## src/rtl/core/iirl_pkg.sv

```systemverilog
// Shared types, constants and codes for the indexed insert/remove list.
`timescale 1ns / 1ps

package iirl_pkg;

   localparam int DEPTH      = 64;
   localparam int WORD_BITS  = 32;
   localparam int ADDR_BITS  = $clog2(DEPTH);
   localparam int COUNT_BITS = 7;
   localparam int POS_BITS   = 7;
   localparam int CAP_BITS   = 7;
   localparam int CSR_ADDR_BITS = 3;
   localparam int CSR_DATA_BITS = 32;

   localparam logic [COUNT_BITS-1:0] DEPTH_COUNT    = COUNT_BITS'(DEPTH);
   localparam logic [CAP_BITS-1:0]   CAPACITY_RESET = CAP_BITS'(64);

   // operation codes
   localparam logic [1:0] OP_INSERT = 2'd0;
   localparam logic [1:0] OP_REMOVE = 2'd1;
   localparam logic [1:0] OP_READ   = 2'd2;

   // status codes
   localparam logic [1:0] STATUS_OK      = 2'd0;
   localparam logic [1:0] STATUS_INVALID = 2'd1;
   localparam logic [1:0] STATUS_FULL    = 2'd2;
   localparam logic [1:0] STATUS_EMPTY   = 2'd3;

   // register index, taken from byte address bit 2
   localparam logic [0:0] REG_CAPACITY = 1'b0;

   typedef struct packed {
      logic [1:0]           operation;
      logic [POS_BITS-1:0]  position;
      logic [WORD_BITS-1:0] word_in;
   } req_type;

   typedef struct packed {
      logic [1:0]            status;
      logic [WORD_BITS-1:0]  word_out;
      logic [COUNT_BITS-1:0] count;
      logic                  is_full;
      logic                  is_empty;
   } rsp_type;

   typedef enum logic [2:0] {
      S_IDLE,
      S_MOVE,
      S_DRAIN,
      S_PLACE,
      S_READ,
      S_FETCH,
      S_FINISH
   } state_type;

   typedef enum logic [1:0] {
      PLAN_DONE,
      PLAN_PLACE,
      PLAN_SHIFT,
      PLAN_READ
   } plan_type;

   typedef struct packed {
      logic accept;
      logic move;
      logic place;
      logic read;
      logic capture;
      logic publish;
   } dp_cmd_type;

   typedef struct packed {
      plan_type plan;
      logic     last_move;
      logic     place_after;
      logic     out_free;
   } dp_status_type;

endpackage

```

## src/rtl/core/iirl_ram.sv

```systemverilog
// Generic single-write, single-read RAM with registered read data.
`timescale 1ns / 1ps

module iirl_ram #(
   parameter int WIDTH = 32,
   parameter int DEPTH = 64
) (
   input  logic                     clock,
   input  logic                     wr_en,
   input  logic [$clog2(DEPTH)-1:0] wr_addr,
   input  logic [WIDTH-1:0]         wr_data,
   input  logic                     rd_en,
   input  logic [$clog2(DEPTH)-1:0] rd_addr,
   output logic [WIDTH-1:0]         rd_data
);

   logic [WIDTH-1:0] mem_ff [DEPTH];
   logic [WIDTH-1:0] rd_data_ff;

   always_ff @(posedge clock) begin
      if (wr_en) begin
         mem_ff[wr_addr] <= wr_data;
      end
      if (rd_en) begin
         rd_data_ff <= mem_ff[rd_addr];
      end
   end

   assign rd_data = rd_data_ff;

endmodule

```

## src/rtl/core/iirl_ctrl.sv

```systemverilog
// Sequencer for the list: accept, shift moves, placement, read and result hand-off.
`timescale 1ns / 1ps

module iirl_ctrl import iirl_pkg::*; (
   input  logic          clock,
   input  logic          reset,
   input  logic          req_valid,
   output logic          req_stall,
   input  dp_status_type dp_status,
   output dp_cmd_type    dp_cmd
);

   state_type state_ff;
   state_type state_in;

   always_ff @(posedge clock) begin
      if (reset) begin
         state_ff <= S_IDLE;
      end else begin
         state_ff <= state_in;
      end
   end

   always_comb begin
      state_in  = state_ff;
      req_stall = 1'b1;
      dp_cmd    = '0;
      case (state_ff)
         S_IDLE: begin
            req_stall = 1'b0;
            if (req_valid) begin
               dp_cmd.accept = 1'b1;
               case (dp_status.plan)
                  PLAN_PLACE: state_in = S_PLACE;
                  PLAN_SHIFT: state_in = S_MOVE;
                  PLAN_READ:  state_in = S_READ;
                  default:    state_in = S_FINISH;
               endcase
            end
         end
         S_MOVE: begin
            dp_cmd.move = 1'b1;
            if (dp_status.last_move) begin
               state_in = S_DRAIN;
            end
         end
         S_DRAIN: begin
            // last moved entry is written this cycle
            state_in = dp_status.place_after ? S_PLACE : S_FINISH;
         end
         S_PLACE: begin
            dp_cmd.place = 1'b1;
            state_in     = S_FINISH;
         end
         S_READ: begin
            dp_cmd.read = 1'b1;
            state_in    = S_FETCH;
         end
         S_FETCH: begin
            dp_cmd.capture = 1'b1;
            state_in       = S_FINISH;
         end
         S_FINISH: begin
            if (dp_status.out_free) begin
               dp_cmd.publish = 1'b1;
               state_in       = S_IDLE;
            end
         end
         default: begin
            state_in = S_IDLE;
         end
      endcase
   end

endmodule

```

## src/rtl/core/iirl_datapath.sv

```systemverilog
// List datapath: checks, count, entry RAM with shift pointers, result registers.
`timescale 1ns / 1ps

module iirl_datapath import iirl_pkg::*; (
   input  logic                clock,
   input  logic                reset,
   input  dp_cmd_type          dp_cmd,
   output dp_status_type       dp_status,
   input  logic [CAP_BITS-1:0] capacity,
   input  req_type             req_payload,
   output logic                rsp_valid,
   input  logic                rsp_stall,
   output rsp_type             rsp_payload
);

   logic [COUNT_BITS-1:0] count_ff, count_in;
   logic                  up_ff, up_in;
   logic [ADDR_BITS-1:0]  pos_ff, pos_in;
   logic [WORD_BITS-1:0]  word_ff, word_in;
   logic [ADDR_BITS-1:0]  src_ff, src_in;
   logic [ADDR_BITS-1:0]  end_ff, end_in;
   logic                  pend_ff, pend_in;
   logic [ADDR_BITS-1:0]  pend_dst_ff, pend_dst_in;
   rsp_type               res_ff, res_in;
   rsp_type               rsp_ff, rsp_in;
   logic                  rsp_valid_ff, rsp_valid_in;

   logic [CAP_BITS-1:0]   cap_eff;
   logic [1:0]            dec_status;
   logic [COUNT_BITS-1:0] dec_count;
   plan_type              dec_plan;
   logic [COUNT_BITS-1:0] count_less;
   logic [POS_BITS-1:0]   pos_more;
   logic [ADDR_BITS-1:0]  src_start;
   logic [ADDR_BITS-1:0]  src_end;

   logic                  ram_wr_en;
   logic [ADDR_BITS-1:0]  ram_wr_addr;
   logic [WORD_BITS-1:0]  ram_wr_data;
   logic                  ram_rd_en;
   logic [ADDR_BITS-1:0]  ram_rd_addr;
   logic [WORD_BITS-1:0]  ram_rd_data;

   assign cap_eff    = (capacity > DEPTH_COUNT) ? DEPTH_COUNT : capacity;
   assign count_less = count_ff - COUNT_BITS'(1);
   assign pos_more   = req_payload.position + POS_BITS'(1);

   // check the request against the current count
   always_comb begin
      dec_status = STATUS_INVALID;
      dec_count  = count_ff;
      dec_plan   = PLAN_DONE;
      src_start  = count_less[ADDR_BITS-1:0];
      src_end    = req_payload.position[ADDR_BITS-1:0];
      case (req_payload.operation)
         OP_INSERT: begin
            if (req_payload.position > count_ff) begin
               dec_status = STATUS_INVALID;
            end else if (count_ff >= cap_eff) begin
               dec_status = STATUS_FULL;
            end else begin
               dec_status = STATUS_OK;
               dec_count  = count_ff + COUNT_BITS'(1);
               dec_plan   = (req_payload.position == count_ff) ? PLAN_PLACE : PLAN_SHIFT;
            end
         end
         OP_REMOVE: begin
            src_start = pos_more[ADDR_BITS-1:0];
            src_end   = count_less[ADDR_BITS-1:0];
            if (count_ff == '0) begin
               dec_status = STATUS_EMPTY;
            end else if (req_payload.position >= count_ff) begin
               dec_status = STATUS_INVALID;
            end else begin
               dec_status = STATUS_OK;
               dec_count  = count_less;
               dec_plan   = (req_payload.position == count_less) ? PLAN_DONE : PLAN_SHIFT;
            end
         end
         OP_READ: begin
            if (req_payload.position >= count_ff) begin
               dec_status = STATUS_INVALID;
            end else begin
               dec_status = STATUS_OK;
               dec_plan   = PLAN_READ;
            end
         end
         default: begin
            dec_status = STATUS_INVALID;
         end
      endcase
   end

   always_comb begin
      count_in     = count_ff;
      up_in        = up_ff;
      pos_in       = pos_ff;
      word_in      = word_ff;
      src_in       = src_ff;
      end_in       = end_ff;
      pend_in      = dp_cmd.move;
      pend_dst_in  = pend_dst_ff;
      res_in       = res_ff;
      rsp_in       = rsp_ff;
      rsp_valid_in = rsp_valid_ff;

      if (dp_cmd.accept) begin
         count_in        = dec_count;
         up_in           = (req_payload.operation == OP_INSERT);
         pos_in          = req_payload.position[ADDR_BITS-1:0];
         word_in         = req_payload.word_in;
         src_in          = src_start;
         end_in          = src_end;
         res_in.status   = dec_status;
         res_in.word_out = '0;
         res_in.count    = dec_count;
         res_in.is_full  = (dec_count >= cap_eff);
         res_in.is_empty = (dec_count == '0);
      end
      if (dp_cmd.move) begin
         src_in      = up_ff ? (src_ff - ADDR_BITS'(1)) : (src_ff + ADDR_BITS'(1));
         pend_dst_in = up_ff ? (src_ff + ADDR_BITS'(1)) : (src_ff - ADDR_BITS'(1));
      end
      if (dp_cmd.capture) begin
         res_in.word_out = ram_rd_data;
      end
      if (dp_cmd.publish) begin
         rsp_in       = res_ff;
         rsp_valid_in = 1'b1;
      end else if (!rsp_stall) begin
         rsp_valid_in = 1'b0;
      end
   end

   always_ff @(posedge clock) begin
      if (reset) begin
         count_ff     <= '0;
         pend_ff      <= 1'b0;
         rsp_valid_ff <= 1'b0;
      end else begin
         count_ff     <= count_in;
         pend_ff      <= pend_in;
         rsp_valid_ff <= rsp_valid_in;
      end
      up_ff       <= up_in;
      pos_ff      <= pos_in;
      word_ff     <= word_in;
      src_ff      <= src_in;
      end_ff      <= end_in;
      pend_dst_ff <= pend_dst_in;
      res_ff      <= res_in;
      rsp_ff      <= rsp_in;
   end

   // a read issued on one cycle is written one place over on the next
   assign ram_rd_en   = dp_cmd.move | dp_cmd.read;
   assign ram_rd_addr = dp_cmd.move ? src_ff : pos_ff;
   assign ram_wr_en   = pend_ff | dp_cmd.place;
   assign ram_wr_addr = pend_ff ? pend_dst_ff : pos_ff;
   assign ram_wr_data = pend_ff ? ram_rd_data : word_ff;

   iirl_ram #(
      .WIDTH (WORD_BITS),
      .DEPTH (DEPTH)
   ) u_entries (
      .clock   (clock),
      .wr_en   (ram_wr_en),
      .wr_addr (ram_wr_addr),
      .wr_data (ram_wr_data),
      .rd_en   (ram_rd_en),
      .rd_addr (ram_rd_addr),
      .rd_data (ram_rd_data)
   );

   assign dp_status.plan        = dec_plan;
   assign dp_status.last_move   = (src_ff == end_ff);
   assign dp_status.place_after = up_ff;
   assign dp_status.out_free    = !rsp_valid_ff || !rsp_stall;

   assign rsp_valid   = rsp_valid_ff;
   assign rsp_payload = rsp_ff;

`ifndef NO_ASSERTIONS
   a_insert_counts: assert property (@(posedge clock) disable iff (reset)
      dp_cmd.accept && (req_payload.operation == OP_INSERT) && (dec_status == STATUS_OK)
      |=> count_ff == $past(count_ff) + COUNT_BITS'(1))
      else $error("successful insert did not raise the count");

   a_write_clash: assert property (@(posedge clock) disable iff (reset)
      pend_ff |-> !dp_cmd.place)
      else $error("shift write and placement write in the same cycle");

   a_publish_free: assert property (@(posedge clock) disable iff (reset)
      dp_cmd.publish |-> (!rsp_valid_ff || !rsp_stall))
      else $error("result overwritten while still held");

   a_word_zero: assert property (@(posedge clock) disable iff (reset)
      rsp_valid_ff && (rsp_ff.status != STATUS_OK) |-> rsp_ff.word_out == '0)
      else $error("failed request carries a data word");
`endif

endmodule

```

## src/rtl/core/indexed_insert_remove_list.sv

```systemverilog
// Top level of the indexed insert/remove list: register port, sequencer and datapath.
`timescale 1ns / 1ps

// Ordered list of up to 64 words. Each request inserts a word at an index
// (later entries move up), removes the entry at an index (later entries move
// down) or reads the entry at an index; each request yields one response with
// status, read word, count after the request and full/empty flags.
// Channels: req_* takes requests, rsp_* delivers responses; a transfer happens
// when valid is high and stall is low. The csr_* port writes the capacity
// register at byte address 0 (pready always high).
// Flow: one request at a time; req_stall is low only while the block waits
// for a request. After accept, a middle insert moves later entries up, then
// places the word; an end insert places it at once; a remove moves later ones
// down (none for the last entry); a read reads the RAM, then captures the word;
// a rejected request goes straight to the hand-off to the output register.
// Entries live in one RAM with one read and one write port, so a shift moves
// one entry per cycle.
// A waiting response does not block: the next request is accepted and worked
// on while rsp_stall is high, and only its hand-off waits for the output
// register. Reset empties the list and sets capacity to 64; stored words are
// not cleared.
module indexed_insert_remove_list import iirl_pkg::*; (
   input  logic                     clock,
   input  logic                     reset,
   input  logic                     req_valid,
   output logic                     req_stall,
   input  req_type                  req_payload,
   output logic                     rsp_valid,
   input  logic                     rsp_stall,
   output rsp_type                  rsp_payload,
   input  logic                     csr_psel,
   input  logic                     csr_penable,
   input  logic                     csr_pwrite,
   input  logic [CSR_ADDR_BITS-1:0] csr_paddr,
   input  logic [CSR_DATA_BITS-1:0] csr_pwdata,
   output logic [CSR_DATA_BITS-1:0] csr_prdata,
   output logic                     csr_pready
);

   logic [CAP_BITS-1:0] capacity_ff, capacity_in;
   logic [0:0]          csr_index;
   logic                csr_write;
   dp_cmd_type          dp_cmd;
   dp_status_type       dp_status;

   // register decode: one register per 32-bit word
   assign csr_index  = csr_paddr[2];
   assign csr_write  = csr_psel && csr_penable && csr_pwrite;
   assign csr_pready = 1'b1;

   always_comb begin
      capacity_in = capacity_ff;
      if (csr_write && (csr_index == REG_CAPACITY)) begin
         capacity_in = csr_pwdata[CAP_BITS-1:0];
      end
   end

   always_ff @(posedge clock) begin
      if (reset) begin
         capacity_ff <= CAPACITY_RESET;
      end else begin
         capacity_ff <= capacity_in;
      end
   end

   assign csr_prdata = (csr_index == REG_CAPACITY) ?
                       {{(CSR_DATA_BITS-CAP_BITS){1'b0}}, capacity_ff} : '0;

   iirl_ctrl u_ctrl (
      .clock     (clock),
      .reset     (reset),
      .req_valid (req_valid),
      .req_stall (req_stall),
      .dp_status (dp_status),
      .dp_cmd    (dp_cmd)
   );

   iirl_datapath u_datapath (
      .clock       (clock),
      .reset       (reset),
      .dp_cmd      (dp_cmd),
      .dp_status   (dp_status),
      .capacity    (capacity_ff),
      .req_payload (req_payload),
      .rsp_valid   (rsp_valid),
      .rsp_stall   (rsp_stall),
      .rsp_payload (rsp_payload)
   );

endmodule

```

## config.mk

```make
export PLATFORM = sky130hd
export DESIGN_NAME = indexed_insert_remove_list
export DESIGN_NICKNAME = d
export VERILOG_FILES = /design/src/rtl/core/iirl_pkg.sv /design/src/rtl/core/iirl_ram.sv /design/src/rtl/core/iirl_ctrl.sv /design/src/rtl/core/iirl_datapath.sv /design/src/rtl/core/indexed_insert_remove_list.sv
export SDC_FILE = /design/constraint.sdc
export NUM_CORES = 2
export LEC_CHECK = 0
export BUFFER_PORTS_ARGS = -buffer_cell sky130_fd_sc_hd__buf_2
export CAP_MARGIN = 0
export CORE_ASPECT_RATIO = 1.1
export CORE_MARGIN = 4
export CORE_UTILIZATION = 30
export DETAILED_ROUTE_END_ITERATION = 10
export PLACE_DENSITY = 0.42
export SYNTH_ARGS = -nofsm -noshare
export SYNTH_HDL_FRONTEND = slang
export SYNTH_SLANG_ARGS = --single-unit
```

## constraint.sdc

```tcl
create_clock -name clock -period 4.73 [get_ports clock]
set_clock_uncertainty 0.05 [all_clocks]
set_input_delay 0.946 -clock clock [delete_from_list [all_inputs] [get_ports clock]]
set_output_delay 0.946 -clock clock [all_outputs]
set_load 0.005 [all_outputs]
```

==> impl_metrics.tcl <==
set metrics [dict create \
    syn_to_final_growth_pct 16.4 \
    post_cts_buffers 0 \
    rows 211 \
    finalCritPeriodShare_pct 89.9 \
    final.min_clock_period_ns 4.25 \
    rsz0062_at_grt "false" \
    die_w_um 531 \
    antenna_left 0 \
    leakagePower_nw 36.5 \
    clock-root-buffer "clkbuf_16" \
    crit_type "reg2reg" \
    drv_slew 0 \
    worstHoldPathType "in2reg" \
    track_usage_pct 18.4 \
    numPortBuffers 107 \
    post_synth_num_cell_types 61 \
    yosysWarnings 0 \
    critPathRequiredTime_ns 5.33 \
    regArea_um2 67100 \
    initial_utilization_pct 30.1 \
    syn_area_um2 90400 \
    hold_viol 0 \
    ir_drop_v 0.000371 \
    ys_seq_elements 2242 \
    power_density_nw_per_um2 595 \
    fin_util_pct 35.1 \
    pwr-share-seq_pct 38.9 \
    synth_edf_count 2223 \
    dp_hpwl_mm 170 \
    htreeDepth 4 \
    drtIter0Drc 5405 \
    layout.nets 6775 \
    arrival_ns 4.85 \
    synth_flop_cell "edfxtp_1" \
    grt_max_degree 92 \
    slew_headroom_pct 17.1 \
    power_frac_clock_pct 28.9 \
    synth_area_leaders "edfxtp_1 (74%), nand2_1 (6.6%), mux2i_1 (5.5%)" \
    routed_wl_mm 293 \
    ys_seq_area_share_pct 74.3 \
    power.switching_mw 22.5 \
    dr.pass1.iters 6 \
    synth_area_leader_cell "edfxtp_1" \
    grt_pass1_wl_mm 411 \
    core_area_um2 300000 \
    clk_latency_ns 0.95 \
    routedWlPerCell_um 27.1 \
    finalSetupTns_ns 0 \
    critPathMaxFanout 32 \
    synthCells 6423 \
    fill_cells 28700 \
    synth_common_cells "edfxtp_1 (2,223), nand2_1 (1,597), nand3_1 (816), mux2i_1 (496), clkbuf_1 (199)" \
    status "completed" \
    via_per_inst 5.05 \
    overflow 0 \
    async_flop_share_pct 0 \
    synth_top_area_share_pct 73.9 \
    fmax_mhz 235 \
    numClockSinks 2242 \
    pwr-share-comb_pct 32.2 \
    tritoncts "yes" \
    worst_pin_slew_ns 1.24 \
    clockBufferDepth 4 \
    chipHeight_um 584 \
    multiInputGateArea_um2 21700 \
    synth.avg_cell_area_um2 14.1 \
    swShare_pct 35.9 \
    drc 0 \
    clk_pin_slew_ns 0.06 \
    yosysMostFrequentCell "edfxtp_1" \
    gpl.final_weighted_congestion 0.830 \
    cts_hold_buffers 0 \
    dieArea_um2 310000 \
    drv_cap 0 \
    first_global_vias 52700 \
    critPathLaunchType "flop" \
    fin_area_um2 105000 \
    place_area_um2 97800 \
    cellInternalPower_mw 40.1 \
    setup_viol 0 \
    post_route_cells_drive_above_1_share_pct 12.7 \
    numCtsBuffers 237 \
    io_pins 161 \
    cp-end-kind "flop" \
    grt_antenna_before_repair 31 \
    ctsResizeCount 0 \
    vias 54600 \
]
==> layout make-up <==
class | count | area share [%]
Antenna cell | 17 | 0.0404
Clock buffer | 294 | 5.92
Clock inverter | 133 | 1.08
Inverter | 32 | 0.119
Multi-Input combinational cell | 3729 | 20.6
Sequential cell | 2242 | 63.8
Tap cell | 3940 | 4.69
Timing Repair Buffer | 424 | 3.72
==> cells in the final DEF, fill, tap and decap left out, drive strengths merged, types with 26 or more instances in the layout <==
cell	count
nor2	103
clkbuf	294
a311oi	161
conb	26
edfxtp	2223
a31oi	66
a32o	32
buf	424
mux2i	497
clkinv	105
nand2	1597
inv	35
and3	129
nand3	816
mux2	35
ha	26
a311o	32
a221o	33
==> path summary, 6_finish.rpt <==
path | start | endpoint | slack (ns) | cells after the start
worst min-delay path | req_payload[24] | u_datapath.word_ff[24] | 0.12 | 1
worst min register to register | u_datapath.res_ff[20] | u_datapath.rsp_payload[20] | 0.34 | 0
worst max register to register | u_ctrl.state_ff[0] | u_datapath.u_entries.rd_data[3] | 0.48 | 10
worst max-delay path | u_ctrl.state_ff[0] | u_datapath.u_entries.rd_data[3] | 0.48 | 10
==> kinds of logic (layout without fill, tap and decap cells) <==
logic type	after synthesis	count (layout)	synth area share (%)
and+or+nand+nor	2695	2695	12.8
DFF	2242	2242	74.3
adders and majority gates	26	26	0.360
AOI/OAI and AO/OA	416	416	3.78
other	2	43	0.00831
muxes	532	532	5.96
xor gates and xnor gates	34	34	0.330
buffers and inverters	476	883	2.43
==> worst max-delay path: stages (launching register included) <==
cell and delay, ns:
dfxtp_1 0.32, or3b_4 0.50, mux2i_4 0.65, buf_12 0.31, buf_12 0.24, mux2i_1 0.22, mux2i_1 0.09, mux2i_1 0.43
mux2i_1 0.41, a32o_1 0.41, a221o_1 0.29
==> power groups by stage <==
stage | Sequential (mW) | Clock, mW | Combinational (mW)
finish | 24.4 | 18.1 | 20.2
global route | 24.4 | 19.3 | 21.6
CTS | 24.3 | 18.6 | 20.4
detailed placement | 24.8 | 0 | 20.4
global placement | 24.8 | 0 | 20.3
floorplan | 24.5 | 0 | 11.0
==> per-layer routing <==
layer	track usage (%)	up-vias	part of all wire, %
li1	-	24500	-
met1	26.8	28100	46
met2	28.5	1648	45
met3	2.82	353	5.9
met4	5.16	4	2.8
met5	0	-	0.0092
==> state kept, by name (all words and copies together), names as in the netlist, 3 cells and up <==
name	cells
u_datapath.u_entries.mem_ff	2048
u_datapath.res_ff	43
u_datapath.pend_dst_ff	6
u_datapath.src_ff	6
u_datapath.u_entries.rd_data	32
u_ctrl.state_ff	3
u_datapath.pos_ff	6
capacity_ff	7
u_datapath.end_ff	6
u_datapath.word_ff	32
u_datapath.rsp_payload	43
u_datapath.count_ff	7
==> stage by stage <==
stage,total power [mW],std cells,hold WS [ns],setup slack (ns)
after global routing,65.3,10800,0.0617,0.443
after floorplan,35.5,6447,0.350,0.661
after detailed placement,45.2,10400,0.355,0.292
final,62.6,10800,0.122,0.479
after global placement,45.1,10400,0.354,0.172
after CTS,63.4,10800,0.0621,0.510
Power figures use the tool's default switching activity.
